===== config.mk =====
export PLATFORM = sky130hd
export DESIGN_NAME = adb_mouse_motion_report_flat
export DESIGN_NICKNAME = d
export VERILOG_FILES = /design/src/design/amm_pkg.sv /design/src/design/amm_event_if.sv /design/src/design/amm_word_if.sv /design/src/design/amm_cfg_if.sv /design/src/design/adb_mouse_motion_report.sv /design/src/design/amm_in_stage.sv /design/src/design/amm_accum.sv /design/src/design/amm_out_stage.sv /design/src/flat_wrapper.sv
export SDC_FILE = /design/constraint.sdc
export NUM_CORES = 1
export LEC_CHECK = 0
export BUFFER_PORTS_ARGS = -buffer_cell sky130_fd_sc_hd__buf_2
export CORE_ASPECT_RATIO = 1.4
export CORE_MARGIN = 10
export CORE_UTILIZATION = 59
export DETAILED_ROUTE_END_ITERATION = 7
export PLACE_DENSITY_LB_ADDON = 0.1
export SYNTH_ARGS = -nofsm -noshare
export SYNTH_HDL_FRONTEND = slang
export SYNTH_SLANG_ARGS = --single-unit

===== constraint.sdc =====
create_clock -name clk -period 3.9 [get_ports clk]
set_clock_uncertainty 0.15 [all_clocks]
set_input_delay 0.78 -clock clk [delete_from_list [all_inputs] [get_ports clk]]
set_output_delay 0.78 -clock clk [all_outputs]
set_load 0.1 [all_outputs]

===== src/design/amm_pkg.sv =====
package amm_pkg;

    // accumulator and field widths
    localparam int ACC_WIDTH   = 20;
    localparam int DELTA_WIDTH = 16;
    localparam int WORD_WIDTH  = 16;
    localparam int AXIS_WIDTH  = 7;
    localparam int SUM_WIDTH   = ((ACC_WIDTH > DELTA_WIDTH) ? ACC_WIDTH : DELTA_WIDTH) + 1;

    // axis compression limits
    localparam int AXIS_LIMIT = 127;
    localparam int PASS_LIMIT = 3;
    localparam int HALF_LIMIT = 63;

    typedef enum logic
    {
        OP_EVENT = 1'b0,
        OP_POLL  = 1'b1
    } amm_op_t;

    typedef logic signed [ACC_WIDTH-1:0]   amm_acc_t;
    typedef logic signed [DELTA_WIDTH-1:0] amm_delta_t;

    typedef struct packed
    {
        amm_op_t    operation;
        amm_delta_t delta_x;
        amm_delta_t delta_y;
        logic       left_pressed;
        logic       right_pressed;
    } amm_item_t;

    // saturating add of one signed delta into an accumulator
    function automatic amm_acc_t sat_add(amm_acc_t acc, amm_delta_t d);
        logic signed [SUM_WIDTH-1:0] s;
        logic signed [SUM_WIDTH-1:0] hi;
        logic signed [SUM_WIDTH-1:0] lo;
        amm_acc_t                    r;
        s  = SUM_WIDTH'(acc) + SUM_WIDTH'(d);
        hi = {{(SUM_WIDTH-ACC_WIDTH+1){1'b0}}, {(ACC_WIDTH-1){1'b1}}};
        lo = ~hi;
        if (s > hi)
        begin
            r = hi[ACC_WIDTH-1:0];
        end
        else if (s < lo)
        begin
            r = lo[ACC_WIDTH-1:0];
        end
        else
        begin
            r = s[ACC_WIDTH-1:0];
        end
        return r;
    endfunction

    // clamp to +-127, halve anything beyond +-3, clamp to +-63
    function automatic logic [AXIS_WIDTH-1:0] axis_code(amm_acc_t v);
        logic signed [7:0] c;
        logic signed [7:0] h;
        if (v > amm_acc_t'(AXIS_LIMIT))
        begin
            c = 8'(AXIS_LIMIT);
        end
        else if (v < amm_acc_t'(-AXIS_LIMIT))
        begin
            c = 8'(-AXIS_LIMIT);
        end
        else
        begin
            c = v[7:0];
        end
        h = c >>> 1;
        if (h >= 8'sd63)
        begin
            h = 8'(HALF_LIMIT);
        end
        if (h <= -8'sd63)
        begin
            h = 8'(-HALF_LIMIT);
        end
        if (c > 8'(PASS_LIMIT) || c < 8'(-PASS_LIMIT))
        begin
            c = h;
        end
        return c[AXIS_WIDTH-1:0];
    endfunction

endpackage


===== src/design/amm_event_if.sv =====
interface amm_event_if;
    logic                            valid;
    logic                            ready;
    logic                            operation;
    logic signed [15:0]              delta_x;
    logic signed [15:0]              delta_y;
    logic                            left_pressed;
    logic                            right_pressed;

    modport source (output valid, output operation, output delta_x, output delta_y,
                    output left_pressed, output right_pressed, input ready);
    modport sink (input valid, input operation, input delta_x, input delta_y,
                  input left_pressed, input right_pressed, output ready);
endinterface


===== src/design/amm_word_if.sv =====
interface amm_word_if;
    logic        valid;
    logic        ready;
    logic [15:0] register_word;

    modport source (output valid, output register_word, input ready);
    modport sink (input valid, input register_word, output ready);
endinterface


===== src/design/amm_cfg_if.sv =====
interface amm_cfg_if;
    logic valid;
    logic ready;
    logic mouse_enable;

    modport source (output valid, output mouse_enable, input ready);
    modport sink (input valid, input mouse_enable, output ready);
endinterface


===== src/design/adb_mouse_motion_report.sv =====
// ADB mouse register-0 report block. Motion events on the motion channel are merged into
// saturating 20-bit x/y sums and sticky left/right button flags; a poll request with
// something pending returns one 16-bit register-0 word on the report channel (active-low
// buttons in bits 15 and 7, compressed 7-bit axes) and clears the state, while a poll with
// nothing pending returns nothing. Each request is held in the input register and is
// merged or packed at the edge at which it leaves it, so one request is taken every cycle;
// a report word is loaded into the report register as its poll leaves the input register
// and is offered on the report channel from there; the only stall is a reporting poll
// meeting a full report register that the sink is not draining. Writing mouse_enable to 0
// clears the state and makes the block swallow all requests until it is set again.
module adb_mouse_motion_report
(
    input  logic       clk,
    input  logic       rst_n,
    amm_cfg_if.sink    cfg,
    amm_event_if.sink  motion,
    amm_word_if.source report
);
    import amm_pkg::*;

    amm_item_t             item;
    logic                  item_valid;
    logic                  take;
    logic                  report_valid;
    logic [WORD_WIDTH-1:0] report_word;
    logic                  out_space;

    // a request leaves the input register unless its word has nowhere to go
    assign take = item_valid && (!report_valid || out_space);

    amm_in_stage u_in_stage
    (
        .clk        (clk),
        .rst_n      (rst_n),
        .motion     (motion),
        .take       (take),
        .item       (item),
        .item_valid (item_valid)
    );

    amm_accum u_accum
    (
        .clk          (clk),
        .rst_n        (rst_n),
        .cfg          (cfg),
        .item         (item),
        .item_valid   (item_valid),
        .take         (take),
        .report_valid (report_valid),
        .report_word  (report_word)
    );

    amm_out_stage u_out_stage
    (
        .clk    (clk),
        .rst_n  (rst_n),
        .load   (take && report_valid),
        .word   (report_word),
        .space  (out_space),
        .report (report)
    );
endmodule


===== src/design/amm_in_stage.sv =====
module amm_in_stage
(
    input  logic               clk,
    input  logic               rst_n,
    amm_event_if.sink          motion,
    input  logic               take,
    output amm_pkg::amm_item_t item,
    output logic               item_valid
);
    import amm_pkg::*;

    logic      valid_reg;
    logic      valid_next;
    amm_item_t item_reg;
    logic      accept;

    // stage is free when empty or being drained this cycle
    assign motion.ready = !valid_reg || take;
    assign accept       = motion.valid && motion.ready;
    assign valid_next   = accept || (valid_reg && !take);

    always_ff @(posedge clk or negedge rst_n)
    begin
        if (!rst_n)
        begin
            valid_reg <= 1'b0;
        end
        else
        begin
            valid_reg <= valid_next;
        end
    end

    // capture request payload
    always_ff @(posedge clk)
    begin
        if (accept)
        begin
            item_reg.operation     <= amm_op_t'(motion.operation);
            item_reg.delta_x       <= motion.delta_x;
            item_reg.delta_y       <= motion.delta_y;
            item_reg.left_pressed  <= motion.left_pressed;
            item_reg.right_pressed <= motion.right_pressed;
        end
    end

    assign item       = item_reg;
    assign item_valid = valid_reg;
endmodule


===== src/design/amm_accum.sv =====
module amm_accum
(
    input  logic                              clk,
    input  logic                              rst_n,
    amm_cfg_if.sink                           cfg,
    input  amm_pkg::amm_item_t                item,
    input  logic                              item_valid,
    input  logic                              take,
    output logic                              report_valid,
    output logic [amm_pkg::WORD_WIDTH-1:0]    report_word
);
    import amm_pkg::*;

    logic     enable_reg;
    logic     enable_next;
    amm_acc_t sum_x_reg;
    amm_acc_t sum_x_next;
    amm_acc_t sum_y_reg;
    amm_acc_t sum_y_next;
    logic     left_seen_reg;
    logic     left_seen_next;
    logic     right_seen_reg;
    logic     right_seen_next;
    logic     pending_reg;
    logic     pending_next;

    // configuration register
    assign cfg.ready   = 1'b1;
    assign enable_next = (cfg.valid && cfg.ready) ? cfg.mouse_enable : enable_reg;

    // merge events, clear on a reporting poll or while disabled
    always_comb
    begin
        sum_x_next      = sum_x_reg;
        sum_y_next      = sum_y_reg;
        left_seen_next  = left_seen_reg;
        right_seen_next = right_seen_reg;
        pending_next    = pending_reg;
        if (!enable_reg || (take && item.operation == OP_POLL && pending_reg))
        begin
            sum_x_next      = '0;
            sum_y_next      = '0;
            left_seen_next  = 1'b0;
            right_seen_next = 1'b0;
            pending_next    = 1'b0;
        end
        else if (take && item.operation == OP_EVENT)
        begin
            sum_x_next      = sat_add(sum_x_reg, item.delta_x);
            sum_y_next      = sat_add(sum_y_reg, item.delta_y);
            left_seen_next  = left_seen_reg || item.left_pressed;
            right_seen_next = right_seen_reg || item.right_pressed;
            pending_next    = 1'b1;
        end
    end

    always_ff @(posedge clk or negedge rst_n)
    begin
        if (!rst_n)
        begin
            enable_reg     <= 1'b1;
            sum_x_reg      <= '0;
            sum_y_reg      <= '0;
            left_seen_reg  <= 1'b0;
            right_seen_reg <= 1'b0;
            pending_reg    <= 1'b0;
        end
        else
        begin
            enable_reg     <= enable_next;
            sum_x_reg      <= sum_x_next;
            sum_y_reg      <= sum_y_next;
            left_seen_reg  <= left_seen_next;
            right_seen_reg <= right_seen_next;
            pending_reg    <= pending_next;
        end
    end

    // register-0 word for a poll with something pending
    assign report_valid = item_valid && enable_reg && item.operation == OP_POLL && pending_reg;
    assign report_word  = {~left_seen_reg, axis_code(sum_y_reg),
                           ~right_seen_reg, axis_code(sum_x_reg)};
endmodule


===== src/design/amm_out_stage.sv =====
module amm_out_stage
(
    input  logic                           clk,
    input  logic                           rst_n,
    input  logic                           load,
    input  logic [amm_pkg::WORD_WIDTH-1:0] word,
    output logic                           space,
    amm_word_if.source                     report
);
    import amm_pkg::*;

    logic                  full_reg;
    logic                  full_next;
    logic [WORD_WIDTH-1:0] word_reg;

    // room when empty or the held word leaves this cycle
    assign space     = !full_reg || report.ready;
    assign full_next = load || (full_reg && !report.ready);

    always_ff @(posedge clk or negedge rst_n)
    begin
        if (!rst_n)
        begin
            full_reg <= 1'b0;
        end
        else
        begin
            full_reg <= full_next;
        end
    end

    always_ff @(posedge clk)
    begin
        if (load)
        begin
            word_reg <= word;
        end
    end

    assign report.valid         = full_reg;
    assign report.register_word = word_reg;
endmodule

===== src/flat_wrapper.sv =====
// flat-port wrapper written by rule: the top's interface ports become plain ports
module adb_mouse_motion_report_flat import amm_pkg::*;
  (clk, rst_n, cfg_valid, cfg_mouse_enable, cfg_ready, motion_valid, motion_operation, motion_delta_x, motion_delta_y, motion_left_pressed, motion_right_pressed, motion_ready, report_valid, report_register_word, report_ready);
  amm_cfg_if cfg_i ();
  amm_event_if motion_i ();
  amm_word_if report_i ();
  input  logic clk;
  input  logic rst_n;
  input wire logic [$bits(cfg_i.valid)-1:0] cfg_valid;
  input wire logic [$bits(cfg_i.mouse_enable)-1:0] cfg_mouse_enable;
  output wire logic [$bits(cfg_i.ready)-1:0] cfg_ready;
  input wire logic [$bits(motion_i.valid)-1:0] motion_valid;
  input wire logic [$bits(motion_i.operation)-1:0] motion_operation;
  input wire logic [$bits(motion_i.delta_x)-1:0] motion_delta_x;
  input wire logic [$bits(motion_i.delta_y)-1:0] motion_delta_y;
  input wire logic [$bits(motion_i.left_pressed)-1:0] motion_left_pressed;
  input wire logic [$bits(motion_i.right_pressed)-1:0] motion_right_pressed;
  output wire logic [$bits(motion_i.ready)-1:0] motion_ready;
  output wire logic [$bits(report_i.valid)-1:0] report_valid;
  output wire logic [$bits(report_i.register_word)-1:0] report_register_word;
  input wire logic [$bits(report_i.ready)-1:0] report_ready;
  assign cfg_i.valid = cfg_valid;
  assign cfg_i.mouse_enable = cfg_mouse_enable;
  assign cfg_ready = cfg_i.ready;
  assign motion_i.valid = motion_valid;
  assign motion_i.operation = motion_operation;
  assign motion_i.delta_x = motion_delta_x;
  assign motion_i.delta_y = motion_delta_y;
  assign motion_i.left_pressed = motion_left_pressed;
  assign motion_i.right_pressed = motion_right_pressed;
  assign motion_ready = motion_i.ready;
  assign report_valid = report_i.valid;
  assign report_register_word = report_i.register_word;
  assign report_i.ready = report_ready;
  adb_mouse_motion_report u_core (.clk(clk), .rst_n(rst_n), .cfg(cfg_i), .motion(motion_i), .report(report_i));
endmodule

==> summary.md, run 1 <==
| Metric | Value |
|---|---|
| Postcts setup bufs | 0 |
| Pwr Density | 514 nW/um^2 |
| TritonCTS clock tree | built |
| RSZ-0062 raised after global routing | false |
| Min Hold Slack | 351 ps |
| Worst Hold Class | flip-flop to flip-flop |
| # rows | 42 |
| Critical Path RT | 4030 ps |
| M2 GR Usage | 0.353 |
| Internal power | 2.23 mW |
| Clock share of power | 0.280 |
| Mapped Nets | 593 |
| Largest net degree at the start of global routing | 47 |
| M1 GR Usage | 0.206 |
| Lkg Pwr | 2.91 nW |
| Share of the synthesized area in the top cell type | 0.268 |
| DRC Markers | 0 |
| Routed len/inst | 18.8 um |
| Port buffer count | 58 |
| Skew-Pair Late Insertion Delay | 350 ps |
| Via count | 4323 |
| Syn avg cell area | 11.2 sq um |
| N_diodes | 0 |
| GP Congestion | 0.876 |
| Final Hold Vio Count | 0 |
| First-pass GRT wire length | 21000 um |
| Cts bufs inserted | 9 |
| Detailed Route Iter0 Violations | 214 |
| NetSw | 1.06 mW |
| Post-detail-place hpwl | 9380 um |
| Max_slew headroom | 0.272 |
| Overflow after GRT | 0 |
| Crit path max fanout | 16 |
| Post-Route WL | 12800 um |
| GRT Util Overall | 0.190 |
| Largest register FFs | 35 |
| Worst-Margin Slew | 1090 ps |
| Routed Antenna Nets | 0 |
| Initial Utilization | 0.604 |
| CP Capture Type | flip-flop |
| Area contributors post-synth | edfxtp_1, dfrtp_1, ha_1, a221o_1, xnor2_1 |
| Top cells by count, synth | edfxtp_1, dfrtp_1, ha_1 |
| Post-synth cell types | 71 |
| Pre-antenna DRT Iters | 4 |
| Vias in the first global route | 4485 |
| Synth Register Bits | 97 |
| Area leader, netlist | edfxtp_1 |
| Synth Cell Area | 5710 sq um |
| Period Utilization, post-route | 0.885 |
| Post-synth ARST share | 0.474 |
| Die Span Y | 136 um |
| Clk sink count | 97 |
| Clock slew at reported path FFs | 60 ps |
| Core ar. | 9460 sq um |
| IO Pins | 60 |
| Reg power frac | 0.401 |
| Achievable Freq | 290 MHz |
| CTS max path bufs | 2 |
| Ys Warns | 0 |
| Synth-to-Final Area Change | 12.2% |
| Slew Limit Fails | 0 |
| Post-synthesis sequential area ratio | 0.470 |
| GRT met3 Usage | 0.0279 |
| Fin crit period | 3450 ps |
| Utilization after layout | 0.677 |
| Clock Tree Root | clkbuf_16 |
| Sw Ratio | 0.322 |
| Main flop type after synthesis | edfxtp_1 |
| Kind of critical path | flip-flop to flip-flop |
| Status | finished clean |
| Final setup fails | 0 |
| Post-route non-filler standard cell count | 683 |
| Hold buffers post-CTS | 0 |
| Layout cell share with drive strength beyond 1 | 0.175 |
| PostCTS Resize Cnt | 0 |
| Post-synth EDFFs | 51 |
| Max-cap violations | 0 |
| Vias per Instance | 6.33 |
| Combinational power share | 0.318 |
| Gate count of the mapped netlist | 510 |
| Htree depth | 3 |
| Die area | 14100 sq um |
| Nets@finish | 651 |
| Setup WS post-layout | 450 ps |
| Critical Path Start Type | flip-flop |
| Post-route setup TNS | 0 ps |
| DP Worst Slack | 538 ps |
| Initial antenna violation count | 0 |
| Top-count cell post-synth | edfxtp_1 |
| DIE WIDTH | 103 um |
| Dpl cells | 667 |
| Peak supply drop | 0.263 mV |
| CP Data Arrival Time | 3580 ps |
| Gr busiest metal | met2 |
[power by group through the flow]
stage	Sequential [mW]	Clock [mW]	Combinational (mW)
2_1_floorplan	1.32	0	0.823
3_3_place_gp	1.33	0	1.01
3_5_place_dp	1.34	0	1.04
4_1_cts	1.32	0.937	1.05
5_1_grt	1.33	0.976	1.17
6_report	1.32	0.923	1.05
[cell usage in the layout (no fill, tap or decap), types with 3 or more instances in the layout]
cell       count
nor2_1        28
nor3_1        12
o21a_1         6
a21oi_1       32
o21ai_1        3
xor2_1        12
dfrtp_1       45
buf_2         58
o31a_1         3
a221o_1       34
nand2b_1       8
edfxtp_1      51
a31oi_1        6
clkbuf_16      9
o211a_1        3
nand2_1       23
o211ai_1       4
nand4_1        9
o21ai_0       20
ha_1          40
nor4_1         7
a21oi_2        3
clkbuf_1       4
buf_4          5
inv_1         17
a22o_1         4
nor2_2         3
a21o_1        20
a211oi_1       5
and3_1         5
xnor2_1       19
nand3_1        7
nor2b_1        7
o21bai_1       9
[final timing paths]
path / start / end / slack [ps] / cells after the start
setup / recovery: u_core.u_accum.sum_y_reg[0] / u_core.u_accum.sum_y_reg[6] / 450 / 11
hold / removal: u_core.u_in_stage.item[1] / u_core.u_accum.left_seen_reg / 350 / 2
setup reg to reg: u_core.u_accum.sum_y_reg[0] / u_core.u_accum.sum_y_reg[6] / 450 / 11
hold reg to reg: u_core.u_in_stage.item[1] / u_core.u_accum.left_seen_reg / 350 / 2
max in group asynchronous: rst_n / u_core.u_accum.pending_reg / 2430 / 1
min in group asynchronous: rst_n / u_core.u_accum.sum_x_reg[12] / 490 / 1
[area by class of cell]
cell class,instances,area (sq um)
clock buffers,13,240
clock inverters,3,65.1
fillers,745,3050
inverters,17,63.8
multi-input cells,380,2890
flip-flops and latches,97,2680
well taps,110,138
repair buffers,63,328
[kinds of logic (layout without fill, tap and decap cells)]
group / after synthesis / count (layout) / synth area share
AOI/OAI and AO/OA: 178 / 178 / 0.242
and+or+nand+nor: 124 / 124 / 0.113
DFF: 97 / 97 / 0.470
adders and majority gates: 43 / 43 / 0.0964
buffers and inverters: 33 / 96 / 0.0252
xor gates and xnor gates: 31 / 31 / 0.0475
muxes: 3 / 3 / 0.00569
other: 1 / 1 / 0.000656
[stage by stage]
step / instance area (sq um) / total power, mW
floorplan: 5710 / 2.15
global placement: 6100 / 2.35
detailed placement: 6100 / 2.38
CTS: 6410 / 3.31
global route: 6410 / 3.48
finish: 6410 / 3.29
[worst max-delay path, cell delays in order (launching register included)]
cell       delay, ps
dfrtp_1          410
ha_1             210
inv_1             60
fa_1             370
and2b_1          250
o31ai_1          100
a211oi_2         410
a311oi_2         190
o31a_2           350
a2bb2oi_2        200
nor2_2           480
a221o_2          210
[routing by layer]
metal  wire, um  part of all wire
met1       5010              0.39
met2       7110              0.55
met3        377             0.029
met4        337             0.026
met5          0                 0
(Power assumes the default switching activity.)
==> inputs of run 2 (changes only) <==
--- a/config.mk
+++ b/config.mk
@@ -5,10 +5,11 @@
 export SDC_FILE = /design/constraint.sdc
 export NUM_CORES = 1
 export LEC_CHECK = 0
+export ABC_AREA = 1
 export BUFFER_PORTS_ARGS = -buffer_cell sky130_fd_sc_hd__buf_2
 export CORE_ASPECT_RATIO = 1.4
 export CORE_MARGIN = 10
-export CORE_UTILIZATION = 59
+export CORE_UTILIZATION = 61
 export DETAILED_ROUTE_END_ITERATION = 7
 export PLACE_DENSITY_LB_ADDON = 0.1
 export SYNTH_ARGS = -nofsm -noshare
==> run 2 against run 1 <==
Against the previous run:
- core utilization is 0.52 points higher
- count of clock-buffer cells in the layout is 3 lower
- global-route usage is 3.1 points higher
- non-clock buffer count stayed put
- critical path type is now primary input to output port
- cell count is 58% higher
- register-to-register slack better by 860 ps
- combinational power is 4% lower
- routed wire length is 29% higher
==> summary.md, run 2 <==
| Metric | Value |
|---|---|
| Status | finished clean (unchanged) |
| Htree depth | 3 (unchanged) |
| Die area | 15500 sq um (was 14100 sq um) |
| Clock slew at reported path FFs | 70 ps (was 60 ps) |
| Lkg Pwr | 3.91 nW (was 2.91 nW) |
| Peak supply drop | 0.239 mV (was 0.263 mV) |
| Reg power frac | 0.396 (was 0.401) |
| Largest net degree at the start of global routing | 47 (unchanged) |
| Vias per Instance | 5.48 (was 6.33) |
| Synth Area in Compound Gates | 0.0657 (was 0.242) |
| RSZ-0062 raised after global routing | false (unchanged) |
| Worst-Margin Slew | 1080 ps (was 1090 ps) |
| Final Cell Area | 7340 sq um (was 6410 sq um) |
| Main flop type after synthesis | edfxtp_1 (unchanged) |
| Post-synthesis xor/xnor area fraction | 0.0344 (was 0.0475) |
| Critical Path RT | 2970 ps (was 4030 ps) |
| Cts bufs inserted | 9 (unchanged) |
| Synth Cell Area | 6630 sq um (was 5710 sq um) |
| Ys Warns | 0 (unchanged) |
| Worst Hold Class | flip-flop to flip-flop (unchanged) |
| Port buffer count | 58 (unchanged) |
| Layout cell share with drive strength beyond 1 | 0.128 (was 0.175) |
| Area contributors post-synth | edfxtp_1, dfrtp_1, nand2_1, ha_1, nand3_1 (was edfxtp_1, dfrtp_1, ha_1, a221o_1, xnor2_1) |
| Combinational power share | 0.320 (was 0.318) |
| Post-Route WL | 16500 um (was 12800 um) |
| Overflow after GRT | 0 (unchanged) |
| Via count | 5917 (was 4323) |
| Adder-Cell Fraction of Synth Area | 0.0816 (was 0.0964) |
| Most common cell after layout, fill and taps aside | nand2_1 (was buf_2) |
| Synth-to-Final Area Change | 10.8% (was 12.2%) |
| IO Pins | 60 (unchanged) |
| TritonCTS clock tree | built (unchanged) |
| Max-cap violations | 0 (unchanged) |
| Nets@finish | 1016 (was 651) |
| GP Congestion | 0.948 (was 0.876) |
| Final setup fails | 0 (unchanged) |
| Routed len/inst | 15.3 um (was 18.8 um) |
| Post-synth ARST share | 0.474 (unchanged) |
| CTS max path bufs | 2 (unchanged) |
| Synth Register Bits | 97 (unchanged) |
| Largest family of logic cells by synthesized area | simple AND/OR/NAND/NOR gates (was compound AO/OA/AOI/OAI gates) |
| Die Span Y | 143 um (was 136 um) |
| CP Data Arrival Time | 1810 ps (was 3580 ps) |
| Max_slew headroom | 0.281 (was 0.272) |
| # rows | 45 (was 42) |
| NetSw | 1.17 mW (was 1.06 mW) |
| Post-detail-place hpwl | 12800 um (was 9380 um) |
| Detailed Route Iter0 Violations | 226 (was 214) |
| Final Hold Vio Count | 0 (unchanged) |
| Clk sink count | 97 (unchanged) |
| DRC Markers | 0 (unchanged) |
| DP Area | 7040 sq um (was 6100 sq um) |
| Clock Tree Root | clkbuf_16 (unchanged) |
| Mapped Nets | 956 (was 593) |
| Gate count of the mapped netlist | 873 (was 510) |
| Clock share of power | 0.284 (was 0.280) |
| Post-route setup TNS | 0 ps (unchanged) |
| First-pass GRT wire length | 27400 um (was 21000 um) |
| Postcts setup bufs | 0 (unchanged) |
| Pre-antenna DRT Iters | 5 (was 4) |
| Internal power | 1.97 mW (was 2.23 mW) |
| Period Utilization, post-route | 0.702 (was 0.885) |
| Fin crit period | 2740 ps (was 3450 ps) |
| Top-count cell post-synth | nand2_1 (was edfxtp_1) |
| Pwr Density | 428 nW/um^2 (was 514 nW/um^2) |
| Initial Utilization | 0.616 (was 0.604) |
| Syn avg cell area | 7.59 sq um (was 11.2 sq um) |
| Kind of critical path | primary input to output port (was flip-flop to flip-flop) |
| CP Capture Type | output port (was flip-flop) |
| PostCTS Resize Cnt | 0 (unchanged) |
| Achievable Freq | 365 MHz (was 290 MHz) |
| Vias in the first global route | 6109 (was 4485) |
| Critical Path Start Type | primary input (was flip-flop) |
| DIE WIDTH | 108 um (was 103 um) |
| Hold buffers post-CTS | 0 (unchanged) |
| Share of the synthesized area in the top cell type | 0.231 (was 0.268) |
| Most frequent cells in the layout | nand2_1, inv_1, nand3_1, nor2_1, buf_2 (was buf_2, edfxtp_1, dfrtp_1, ha_1, a221o_1) |
| Post-Synth Simple-Gate Area | 0.333 (was 0.113) |
| Area leader, netlist | edfxtp_1 (unchanged) |
| Post-synth EDFFs | 51 (unchanged) |
| Sw Ratio | 0.372 (was 0.322) |
| Top cells by count, synth | nand2_1, inv_1, nand3_1 (was edfxtp_1, dfrtp_1, ha_1) |
| Slew Limit Fails | 0 (unchanged) |
| Core ar. | 10800 sq um (was 9460 sq um) |
| Skew-Pair Late Insertion Delay | 350 ps (about the same) |
| GRT Util Overall | 0.221 (was 0.190) |
| Post-synthesis mux area share | 0 (was 0.00569) |
| Routed Antenna Nets | 0 (unchanged) |
| Post-synth cell types | 46 (was 71) |
| Post-synthesis sequential area ratio | 0.405 (was 0.470) |
| Crit path max fanout | 4 (was 16) |
| Largest register FFs | 35 (unchanged) |
| FILL cells | 924 (was 745) |
| Initial antenna violation count | 0 (unchanged) |
-- run 2: routing by layer --
| metal | vias up | global-route usage | wire (um) |
|---|---|---|---|
| li1 | 2957 | - | - |
| met1 | 2757 | 0.220 | 6110 |
| met2 | 150 | 0.412 | 8980 |
| met3 | 53 | 0.0381 | 659 |
| met4 | 0 | 0.130 | 773 |
| met5 | - | 0 | 0 |
-- run 2: kinds of logic after synthesis --
family | Yosys count
flops | 97
other cells | 1
xor+xnor | 26
simple gates | 508
buf+inv | 128
compound gates | 71
fa+ha+maj | 42
-- run 2: worst paths after layout --
check	from	end	slack (ps)	depth (start not counted)
max	report_ready	motion_ready	1160	5
max in group asynchronous	rst_n	u_core.u_accum.sum_x_reg[17]	2450	1
max reg2reg	u_core.u_in_stage.item[33]	u_core.u_accum.sum_x_reg[13]	1310	13
min in group asynchronous	rst_n	u_core.u_accum.sum_x_reg[11]	480	1
min	u_core.u_accum.sum_y_reg[0]	u_core.u_accum.sum_y_reg[0]	390	2
min reg2reg	u_core.u_accum.sum_y_reg[0]	u_core.u_accum.sum_y_reg[0]	390	2
-- run 2: through the flow --
stage | power, mW | hold slack, ps | util | worst slack, ps | std cells
global route | 3.34 | 407 | 0.682 | 1060 | 1079
CTS | 3.14 | 387 | 0.682 | 1160 | 1079
floorplan | 2.02 | 327 | - | 793 | 873
finish | 3.14 | 389 | 0.683 | 1160 | 1080
global placement | 2.23 | 347 | 0.654 | 1150 | 1063
detailed placement | 2.26 | 356 | 0.654 | 1160 | 1063
-- run 2: layout make-up --
type	instances	area, sq um	area share
Clock buffer	10	239	0.0326
Tap cell	141	176	0.0240
Antenna cell	1	2.50	0.000341
Multi-Input combinational cell	648	3420	0.466
Sequential cell	97	2680	0.366
Inverter	114	428	0.0583
Timing Repair Buffer	63	328	0.0447
Clock inverter	6	62.6	0.00852
-- run 2: power by group through the flow --
stage | Sequential, mW | Combinational (mW) | Clock [mW]
2_1_floorplan | 1.25 | 0.772 | 0
3_3_place_gp | 1.26 | 0.968 | 0
3_5_place_dp | 1.27 | 0.995 | 0
4_1_cts | 1.24 | 1.00 | 0.899
5_1_grt | 1.25 | 1.15 | 0.943
6_report | 1.24 | 1.01 | 0.892
-- run 2: critical path, cell delays in order --
cell and delay, ps:
buf_2 90, or2_2 330, nor2_1 230, inv_1 80, buf_2 300
==> inputs of run 3 (changes only) <==
==> constraint.sdc (replaced) <==
create_clock -name clk -period 2.8 [get_ports clk]
set_clock_uncertainty 0.15 [all_clocks]
set_input_delay 0.56 -clock clk [delete_from_list [all_inputs] [get_ports clk]]
set_output_delay 0.56 -clock clk [all_outputs]
set_load 0.1 [all_outputs]
==> run 3 against run 2 <==
Against the previous run:
- critical path depth up 6
- hold slack lost 350 ps
- routed wire length is 2.4% higher
- highest routed layer unchanged
- largest cell class unchanged
- worst setup slack lost 950 ps
- global-route usage increased by 0.49 points
- core utilization increased by 0.44 points
- count of clock-buffer cells in the layout fell by 1
- clock power increased by 48%
- largest power group unchanged
- sequential power increased by 40%
- first-iteration DRC count up 55%
- total power increased by 42%
- register-to-register slack worse by 1100 ps
==> summary.md, run 3 (same netlist as run 2, synthesis figures left out) <==
| Metric | Value |
|---|---|
| Clock Tree Root | clkbuf_16 (unchanged) |
| Vias per Instance | 5.48 (about the same) |
| Footprint of the multi-input gates | 3420 sq um (about the same) |
| Min Hold Slack | 41.0 ps (was 389 ps) |
| Post-route setup TNS | 0 ps (unchanged) |
| DIE WIDTH | 108 um (unchanged) |
| CP max stage delay | 420 ps (was 330 ps) |
| Clk sink count | 97 (unchanged) |
| CP top delay family | simple AND/OR/NAND/NOR gates (unchanged) |
| Status | finished clean (unchanged) |
| Achievable Freq | 387 MHz |
| Synth-to-Final Area Change | 11.5% (was 10.8%) |
| Die area | 15500 sq um (unchanged) |
| DRC Markers | 0 (unchanged) |
| Slowest cell on crit path | fa_1 (was or2_2) |
| CP Data Arrival Time | 2660 ps (was 1810 ps) |
| Htree depth | 3 (unchanged) |
| Vias in the first global route | 5973 (was 6109) |
| Utilization after layout | 0.687 (was 0.683) |
| Initial Utilization | 0.616 (unchanged) |
| Initial antenna violation count | 0 (unchanged) |
| Largest register FFs | 35 (unchanged) |
| Most common cell after layout, fill and taps aside | nand2_1 (unchanged) |
| Worst-Margin Slew | 1280 ps (was 1080 ps) |
| Period Utilization, post-route | 0.923 |
| Crit-path cells | ha_1 > inv_1 > fa_1 > o21ai_2 > nand4_1 > nand3_1 > nand2_1 > nand2_2 > nand2_2 > nand3_1 > nand3_1 (was buf_2 > or2_2 > nor2_1 > inv_1 > buf_2) |
| First-pass GRT wire length | 27900 um (was 27400 um) |
| WP buf/inv | 1 (was 3) |
| Peak supply drop | 0.330 mV (was 0.239 mV) |
| Layout cell share with drive strength beyond 1 | 0.132 (was 0.128) |
| Crit path max fanout | 16 (was 4) |
| Most common cell on crit path | nand3_1 (was buf_2) |
| Pre-antenna DRT Iters | 6 (was 5) |
| Pwr Density | 606 nW/um^2 (was 428 nW/um^2) |
| Post-detail-place hpwl | 13300 um (was 12800 um) |
| Core ar. | 10800 sq um (unchanged) |
| Max-cap violations | 0 (unchanged) |
| Cts bufs inserted | 9 (unchanged) |
| Routed len/inst | 15.6 um (was 15.3 um) |
| Critical Path RT | 2880 ps (was 2970 ps) |
| Overflow after GRT | 0 (unchanged) |
| IO Pins | 60 (unchanged) |
| Slew Limit Fails | 0 (unchanged) |
| Register area | 2680 sq um (unchanged) |
| Clock slew at reported path FFs | 70 ps (about the same) |
| Die Span Y | 143 um (unchanged) |
| Largest net degree at the start of global routing | 36 (was 47) |
| Kind of critical path | flip-flop to flip-flop (was primary input to output port) |
| Via count | 5939 (was 5917) |
| Fin crit period | 2590 ps |
| TritonCTS clock tree | built (unchanged) |
| Nets@finish | 1019 (was 1016) |
| RSZ-0062 raised after global routing | false (unchanged) |
| CP Capture Type | flip-flop (was output port) |
| Port buffer count | 58 (unchanged) |
| Max_slew headroom | 0.144 (was 0.281) |
| FILL cells | 919 (was 924) |
| Lkg Pwr | 3.94 nW (was 3.91 nW) |
| CTS max path bufs | 2 (unchanged) |
| Final Hold Vio Count | 0 (unchanged) |
| Worst Hold Class | primary input to asynchronous set/reset pin (was flip-flop to flip-flop) |
| Critical Path Start Type | flip-flop (was primary input) |
| Post-Route WL | 16900 um (was 16500 um) |
| GRT Util Overall | 0.226 (was 0.221) |
| Routed Antenna Nets | 0 (unchanged) |
| Final setup fails | 0 (unchanged) |
| # rows | 45 (unchanged) |
| Skew-Pair Late Insertion Delay | 350 ps (about the same) |
| GP Congestion | 0.996 (was 0.948) |
| Most frequent cells in the layout | nand2_1, inv_1, nand3_1, nor2_1, buf_2 (unchanged) |
| Detailed Route Iter0 Violations | 350 (was 226) |
## run 3: changes by cell type in the layout (fill, tap and decap cells not counted), sizes merged
cell,before,now
buf,63,66
bufinv,0,1
clkbuf,10,9
clkinv,5,3
inv,115,117
## run 3: worst register-to-register path: cells and delay by family (launching register included)
family / cells / cell delay, ps
fa+ha+maj: 2 / 700
compound gates: 1 / 270
buf+inv: 1 / 90
flops: 1 / 380
simple gates: 7 / 860
## run 3: timing repair
action,in CTS,in global routing
hold buffers,0,0
resized for setup,0,1
endpoints found under the setup margin,0,18
setup buffers,0,0
## run 3: final timing paths
kind | from | endpoint | slack, ps | cells after the start
max in group asynchronous | rst_n | u_core.u_accum.sum_y_reg[18] | 1860 | 2
worst max-delay path | u_core.u_accum.sum_y_reg[0] | u_core.u_accum.sum_y_reg[5] | 210 | 11
worst max register to register | u_core.u_accum.sum_y_reg[0] | u_core.u_accum.sum_y_reg[5] | 210 | 11
worst min register to register | u_core.u_accum.right_seen_reg | u_core.u_out_stage.report.register_word[7] | 380 | 1
worst min-delay path | rst_n | u_core.u_accum.sum_x_reg[7] | 40 | 1
min in group clk | cfg_valid | u_core.u_accum.enable_reg | 220 | 2
## run 3: metrics by stage
stage	total power [mW]	worst slack [ps]	std cells	instance area (sq um)
floorplan	2.82	232	873	6630
global placement	3.11	214	1066	7060
detailed placement	3.16	117	1066	7060
CTS	4.48	101	1082	7380
global route	4.74	8.91	1082	7390
finish	4.47	214	1083	7390
## run 3: per-layer routing
layer | vias up | track usage | wire length, um
met3 | 44 | 0.0403 | 689
met1 | 2760 | 0.232 | 6250
li1 | 2970 | - | -
met2 | 165 | 0.422 | 9370
met4 | 0 | 0.111 | 616
met5 | - | 0 | 0
## run 3: final cells by class
cell class / instances / area share
Multi-Input combinational cell: 648 / 0.464
Sequential cell: 97 / 0.363
Inverter: 114 / 0.0579
Timing Repair Buffer: 66 / 0.0474
Clock buffer: 9 / 0.0305
Tap cell: 141 / 0.0239
Clock inverter: 7 / 0.0132
Antenna cell: 1 / 0.000339
## run 3: where the power goes
group          internal [mW]  switching, mW  total, mW
Sequential              1.64         0.0968       1.73
Clock                  0.719          0.599       1.32
Combinational          0.472          0.950       1.42
